==> src/rtl/ohp_pkg.sv <==
`timescale 1ns / 1ps
// ----------------------------------------------------------------------------
// ohp_pkg
// Shared types, codes, defaults and the opcode mask hash of the profiler.
// ----------------------------------------------------------------------------
package ohp_pkg;

   // Default build parameters
   localparam int unsigned HIST_BITS_DEF    = 10;
   localparam int unsigned OPCODE_COUNT_DEF = 32;
   localparam int unsigned COUNT_BITS_DEF   = 32;

   // Widest history the mask hash supports
   localparam int unsigned HIST_MAX = 20;

   // Xor-multiply hash constants
   localparam logic [63:0] HASH_XOR = 64'h98EC4E6C89452821;
   localparam logic [63:0] HASH_MUL = 64'h8A2E03707344A409;
   localparam int unsigned OR_DRAWS = 3;

   // Item kinds
   localparam logic KIND_RECORD = 1'b0;
   localparam logic KIND_READ   = 1'b1;

   // Request word
   typedef struct packed {
      logic       kind;
      logic [7:0] opcode;
      logic [9:0] query_history;
   } req_type;

   // Response word
   typedef struct packed {
      logic [9:0]  history_now;
      logic [31:0] count_value;
      logic        ignored;
   } rsp_type;

   // History step control
   typedef struct packed {
      logic       en;
      logic [7:0] opcode;
   } hist_step_type;

   // Per-opcode history masks
   typedef struct packed {
      logic [HIST_MAX-1:0] or_mask;
      logic [HIST_MAX-1:0] flip_mask;
   } mask_pair_type;

   // Elaboration-time mask hash: one draw dropped, OR mask ANDed over the
   // next draws, XOR mask taken from the draw after them.
   function automatic mask_pair_type hash_masks(input int unsigned op,
                                                input int unsigned hist_bits);
      logic [63:0]         seed;
      logic [63:0]         draw;
      logic [HIST_MAX-1:0] keep;
      logic [HIST_MAX-1:0] orm;
      logic [HIST_MAX-1:0] xorm;
      mask_pair_type       pair;
      keep = HIST_MAX'((64'd1 << hist_bits) - 64'd1);
      seed = 64'(op);
      orm  = keep;
      xorm = '0;
      for (int i = 0; i < int'(OR_DRAWS) + 2; i++) begin
         seed = (seed ^ HASH_XOR) * HASH_MUL;
         draw = seed >> (64 - hist_bits);
         if (i >= 1 && i <= int'(OR_DRAWS)) begin
            orm = orm & HIST_MAX'(draw);
         end else if (i == int'(OR_DRAWS) + 1) begin
            xorm = HIST_MAX'(draw) & keep;
         end
      end
      pair.or_mask   = orm;
      pair.flip_mask = xorm;
      return pair;
   endfunction

endpackage

==> src/rtl/ohp_history.sv <==
`timescale 1ns / 1ps
// ----------------------------------------------------------------------------
// ohp_history
// History register with the per-opcode OR/XOR mask table.
// ----------------------------------------------------------------------------
module ohp_history #(
   parameter int unsigned HIST_BITS    = ohp_pkg::HIST_BITS_DEF,
   parameter int unsigned OPCODE_COUNT = ohp_pkg::OPCODE_COUNT_DEF
) (
   input  logic                   clock,
   input  logic                   reset,
   input  ohp_pkg::hist_step_type step,
   output logic [HIST_BITS-1:0]   hist_cur,
   output logic [HIST_BITS-1:0]   hist_next
);

   localparam int unsigned OP_BITS = (OPCODE_COUNT > 1) ? $clog2(OPCODE_COUNT) : 1;

   logic [HIST_BITS-1:0] or_tab  [OPCODE_COUNT];
   logic [HIST_BITS-1:0] xor_tab [OPCODE_COUNT];
   logic [HIST_BITS-1:0] history_ff;
   logic [HIST_BITS-1:0] history_in;
   logic [OP_BITS-1:0]   op_idx;

   // Build the constant mask table
   for (genvar g = 0; g < int'(OPCODE_COUNT); g++) begin : g_mask
      localparam ohp_pkg::mask_pair_type PAIR = ohp_pkg::hash_masks(g, HIST_BITS);
      assign or_tab[g]  = PAIR.or_mask[HIST_BITS-1:0];
      assign xor_tab[g] = PAIR.flip_mask[HIST_BITS-1:0];
   end

   assign op_idx = step.opcode[OP_BITS-1:0];

   // Step the history only for an in-range record
   always_comb begin
      history_in = history_ff;
      if (step.en) begin
         history_in = (history_ff | or_tab[op_idx]) ^ xor_tab[op_idx];
      end
   end

   always_ff @(posedge clock) begin
      if (reset) begin
         history_ff <= '0;
      end else begin
         history_ff <= history_in;
      end
   end

   assign hist_cur  = history_ff;
   assign hist_next = history_in;

endmodule
==> config.mk <==
export PLATFORM = sky130hd
export DESIGN_NAME = ohp_history
export DESIGN_NICKNAME = d
export VERILOG_FILES = /design/src/rtl/ohp_pkg.sv /design/src/rtl/ohp_history.sv
export SDC_FILE = /design/constraint.sdc
export NUM_CORES = 1
export LEC_CHECK = 0
export BUFFER_PORTS_ARGS = -buffer_cell sky130_fd_sc_hd__buf_4
export CAP_MARGIN = 20
export CELL_PAD_IN_SITES_DETAIL_PLACEMENT = 1
export CELL_PAD_IN_SITES_GLOBAL_PLACEMENT = 2
export CORE_MARGIN = 5
export CORE_UTILIZATION = 33
export CTS_BUF_LIST = sky130_fd_sc_hd__clkbuf_16
export CTS_CLUSTER_DIAMETER = 150
export DETAILED_ROUTE_END_ITERATION = 16
export GPL_TIMING_DRIVEN = 0
export PLACE_DENSITY = 0.84
export RECOVER_POWER = 100
export SYNTH_ARGS = -nofsm -noshare
export SYNTH_HDL_FRONTEND = slang
export SYNTH_SLANG_ARGS = --single-unit
==> constraint.sdc <==
create_clock -name clock -period 4.2 [get_ports clock]
set_input_delay 0.42 -clock clock [delete_from_list [all_inputs] [get_ports clock]]
set_output_delay 0.42 -clock clock [all_outputs]
set_load 0.02 [all_outputs]
==> metrics.cfg, run 1 <==
[run_status]
status=finished clean

[critical_path]
crit_arrival_ns=2.97
setup.worst_path.start_class=primary input
r2r_slack_ns=3.17
cpMaxStageDelayCell=mux4_2
max_stage_delay_ns=0.47
criticalPathCategory=in -> out
required_ns=3.78
crit_chain=clkbuf_1, clkbuf_1, inv_1, ha_1, clkbuf_1, inv_2, mux4_2, a21o_1, nor3b_1, nor3_1, clkbuf_1
critical_path.most_common_cell=clkbuf_1
rr_worst_depth=4
path_max_fanout=10
setup.worst_path.end_class=primary output

[timing]
finalMaxSlewViolations=0
clock.fmax_mhz=295
rsz0062_at_grt=no
worst_pin_slew_ns=0.586
fin_crit_sh_pct=80.7
setup_violations=0
clock_skew_ns=0
fin_tns_setup_ns=0
min_period_ns=3.39
finalHoldViolCount=0
slew_headroom_pct=60.9

[cts]
cts_resized=0
postCtsHoldBufs=0
cts-root-buf=clkbuf_16
post-cts-setup-buffers=0
ctsHtreeMaxLevel=1
cts.path.max_buffers=2
cts.reportedPaths.clkPinSlew_ns=0.04
cts.sinks=10
cts_made_buffers=3
worstSkewPairLatency_ns=0.24
cts_tree=built

[global_route]
grt_overflow_total=0
grt_antenna_before_repair=0
grt_pass1_wl_um=8080
first_global_vias=1548
grtUsageTotal_pct=19.3
grt_start_max_net_pins=13

[pwr]
powerDensity_nw_per_um2=325
vdd_drop_max_v=0.000132
p_leak_nw=0.604
p_total_uw=516

[synthesis]
async_reset_ff_share_pct=0
yosys_warnings=0
syn_inst=174
syn_nets=193
yosysSeqAreaShare_pct=14.7
synth_top_area_share_pct=14.7
synth_area_leaders=dfxtp_1 15%, ha_1 7.4%, nand2b_1 5.5%
synth_edf_count=0
synth_area_sq_um=1360
yosysTopAreaCell=dfxtp_1
synth_seq_cells=10
avgSynthCellArea_sq_um=7.81
synth_cell_types=53
ys.flop_type=dfxtp_1

[route]
drtAntennaViolNets=0
drt_iter0_markers=80
vias=1465
wl_um=4880
firstDrtPassIters=6
drc=0
wl_per_cell_um=19.5
viasPerCell=5.84

[finish]
area_growth_pct=16.6
final_common_cell=clkbuf_1
diodes=0
drive_gt1_share_pct=14.4
largest_reg_flops=10
multi_input_area_sq_um=1020
mostFrequentLayoutCells=23 x clkbuf_1, 12 x a21oi_1, 12 x nand2b_1
fin_nets=221
seq_area_sq_um=200
fillers=519

[flow_run]
maxCapViolCount=0

[die]
core_region_area_sq_um=4000
fp.dieH_um=74.2
ios=31
die_w_um=74.2
fp.dieArea_sq_um=5500
fp-row-count=23
start_util_pct=34.0

[placement]
globalplace.congestion=0.910
numPortBuffers=23
dp_hpwl_um=3610

[hold_path]
hold_path_depth=2
hold_class=reg -> reg

-- where the power goes --
group	switching (mW)	total [mW]	internal (mW)	leakage [nW]
combinational	0.141	0.222	0.0802	0.483
clock	0.0522	0.178	0.126	0.0385
sequential	0.00801	0.116	0.108	0.0827
-- cells in the mapped netlist, drive strengths merged (4+ instances only) --
cell / number
a311oi: 4
nand2b: 12
ha: 8
dfxtp: 10
nor2b: 11
xnor2: 4
nand2: 11
nand3: 6
a31oi: 7
o21ai: 9
inv: 7
buf: 13
nor2: 5
a211oi: 4
a21oi: 12
-- worst max-delay path: cells and delay by family --
| kind | cells | cell delay [ns] |
|---|---|---|
| AO/OA/AOI/OAI | 1 | 0.23 |
| adder cells (fa/ha/maj) | 1 | 0.18 |
| buffers and inverters | 6 | 1.23 |
| multiplexers | 1 | 0.47 |
| AND/OR/NAND/NOR | 2 | 0.43 |
-- per-layer routing --
layer	track usage, %	wire [um]	vias to the layer above
met2	33.2	2460	54
met1	25.2	2090	709
met4	5.84	62	0
li1	-	-	696
met5	0	0	-
met3	2.43	266	6
-- through the flow --
stage               cell area, sq um  setup slack, ns  instances  hold WS, ns  util, %
finish                          1580            0.813        251        0.557     39.6
global route                    1580            0.595        251        0.614     39.6
CTS                             1670            0.956        251        0.567     41.8
detailed placement              1590            0.963        247        0.561     39.8
global placement                1590             1.03        247        0.534     39.8
floorplan                       1360             1.33        174        0.615        -
-- cell type report --
cell class / count / share of cell area [%]
buffer: 16 / 6.16
clock buffer: 3 / 4.74
clock inverter: 1 / 0.237
inverter: 7 / 1.66
multi-input combinational: 141 / 64.5
sequential: 10 / 12.6
tap: 50 / 3.95
timing repair buffer: 23 / 6.16
-- final timing paths --
check                            startpoint      endpoint
worst min-delay path            hist_cur[2]   hist_cur[2]
worst min register to register  hist_cur[2]   hist_cur[2]
worst max register to register  hist_cur[9]   hist_cur[9]
worst max-delay path                step[1]  hist_next[3]
-- cells by family after synthesis --
kind of cell    after synthesis  share of synthesized area (%)
flops                        10                           14.7
mux                           9                           9.67
xor+xnor                      7                           4.51
fa+ha+maj                     8                           7.37
compound gates               55                           27.8
buf+inv                      23                           9.39
simple gates                 62                           26.5
(Power assumes the default switching activity.)
==> run 2, diff against run 1 <==
Settings changed: CORE_UTILIZATION 33 to 31, PLACE_DENSITY 0.84 to 0.79.
Clock period 4.2 ns to 3.56 ns, I/O delays scaled along.
==> metrics.cfg, run 2 (synthesized netlist as in run 1, its figures left out) <==
[run_status]
status=finished clean

[hold_path]
hold_class=in -> reg

[cts]
cts_made_buffers=3  ; unchanged
cts_tree=built
post-cts-setup-buffers=0  ; unchanged
cts.reportedPaths.clkPinSlew_ns=0.04  ; about the same
postCtsHoldBufs=0  ; unchanged
cts.sinks=10  ; unchanged
cts_resized=0  ; unchanged
ctsHtreeMaxLevel=1  ; unchanged
cts.path.max_buffers=2  ; unchanged
cts-root-buf=clkbuf_16
worstSkewPairLatency_ns=0.24  ; about the same

[route]
drt_iter0_markers=76  ; -5.0%
wl_um=4930  ; +0.98%
firstDrtPassIters=4  ; -2
viasPerCell=5.77  ; -1.2%
drc=0  ; unchanged
drtAntennaViolNets=0  ; unchanged
vias=1459  ; -0.41%
wl_per_cell_um=19.5  ; +0.18%

[die]
start_util_pct=31.6  ; -2.3 points
fp.dieH_um=76.2  ; +2.7%
fp.dieArea_sq_um=5810  ; +5.6%
core_region_area_sq_um=4290  ; +7.4%
fp-row-count=24  ; +4.3%
die_w_um=76.2  ; +2.7%
ios=31  ; unchanged

[pwr]
p_sw_share_pct=39.2  ; +0.043 points
power_switching_uw=239  ; +18%
p_comb_share_pct=43.3  ; +0.3 points
powerDensity_nw_per_um2=382  ; +17%
clkPwrFrac_pct=34.3  ; -0.2 points
seqPwrFrac_pct=22.4  ; about the same
p_leak_nw=0.606  ; +0.31%
p_total_uw=610  ; +18%
p_int_uw=371  ; +18%
vdd_drop_max_v=0.000143  ; +8.3%

[finish]
drive_gt1_share_pct=15.4  ; +1.0 points
diodes=0  ; unchanged
area_growth_pct=17.4
fillers=534  ; +2.9%
largest_reg_flops=10  ; unchanged
mostFrequentLayoutCells=22 x clkbuf_1, 12 x a21oi_1, 12 x nand2b_1
fin_nets=221  ; unchanged
final_common_cell=clkbuf_1

[global_route]
grtUsageTotal_pct=17.5  ; -1.8 points
grt_pass1_wl_um=8360  ; +3.4%
grt_start_max_net_pins=13  ; unchanged
grt_antenna_before_repair=0  ; unchanged
grt_overflow_total=0  ; unchanged
first_global_vias=1588  ; +2.6%

[timing]
fin_tns_setup_ns=0  ; unchanged
slew_headroom_pct=63.0  ; +2.1 points
min_period_ns=3.21
rsz0062_at_grt=no
worst_pin_slew_ns=0.555  ; -0.0318 ns
finalHoldViolCount=0  ; unchanged
clock.fmax_mhz=312
finalMaxSlewViolations=0  ; unchanged
holdWs_ns=0.565  ; +0.00864 ns
clock_skew_ns=0  ; unchanged
fin_crit_sh_pct=90.2
setup_violations=0  ; unchanged

[critical_path]
criticalPathCategory=in -> out
required_ns=3.20  ; -0.58 ns
setup.worst_path.end_class=primary output
max_stage_delay_ns=0.46  ; about the same
setup.worst_path.start_class=primary input
path_max_fanout=10  ; unchanged
cpMaxStageDelayCell=mux4_2
crit_arrival_ns=2.85  ; -0.12 ns
critical_path.most_common_cell=clkbuf_1
crit_chain=buf_4, clkbuf_1, inv_1, ha_1, clkbuf_1, inv_2, mux4_2, a21o_1, and3_4, nor3_1, clkbuf_1

[placement]
globalplace.congestion=0.964  ; +5.9%
numPortBuffers=23  ; unchanged
dp_hpwl_um=3630  ; +0.57%

[flow_run]
maxCapViolCount=0  ; unchanged

## run 2: changes by cell type in the layout (fill, tap and decap cells not counted)
cell,delta
buf_4,+1
clkbuf_1,-1
o31ai_1,-1
o31ai_2,+1
or2_0,+1
or2_1,-1
## run 2: power by group through the flow
stage,clock network (mW),logic (mW),registers [mW]
final,0.209,0.264,0.137
after detailed placement,0,0.296,0.139
after floorplan,0,0.172,0.156
after global placement,0,0.290,0.139
after global routing,0.222,0.288,0.139
after CTS,0.211,0.298,0.137
## run 2: final timing paths
kind / from / endpoint / cells after the start / slack, ns
worst max-delay path: step[1] / hist_next[3] / 11 / 0.35
worst min-delay path: reset / hist_cur[4] / 2 / 0.57
worst max register to register: hist_cur[9] / hist_cur[9] / 4 / 2.50
worst min register to register: hist_cur[2] / hist_cur[2] / 2 / 0.57
## run 2: layout make-up
class | instances | area [sq um] | area share, %
plain buffers | 16 | 97.6 | 6.12
clock buffers | 3 | 75.1 | 4.71
clock inverters | 1 | 3.75 | 0.235
inverters | 7 | 26.3 | 1.65
multi-input cells | 141 | 1030 | 64.3
flip-flops and latches | 10 | 200 | 12.5
well taps | 52 | 65.1 | 4.08
repair buffers | 23 | 101 | 6.35
## run 2: through the flow
stage	setup slack [ns]	cell area, sq um	cells	util (%)
2_1_floorplan	0.816	1360	174	-
3_3_place_gp	0.495	1600	249	37.2
3_5_place_dp	0.424	1600	249	37.2
4_1_cts	0.411	1680	253	39.0
5_1_grt	0.212	1600	253	37.2
6_report	0.350	1600	253	37.2
## run 2: layer usage
metal  share of wire [%]  global-route usage, %  vias up
met1                  44                   21.4      707
li1                    -                      -      692
met2                  49                   30.2       48
met3                 4.8                   4.02       12
met4                 2.4                   5.42        0
met5                   0                      0        -
## run 2: critical path, delay by kind of cell
kind | cells | cell delay (ns)
buf+inv | 6 | 1.28
simple gates | 2 | 0.35
mux | 1 | 0.46
compound gates | 1 | 0.24
fa+ha+maj | 1 | 0.17
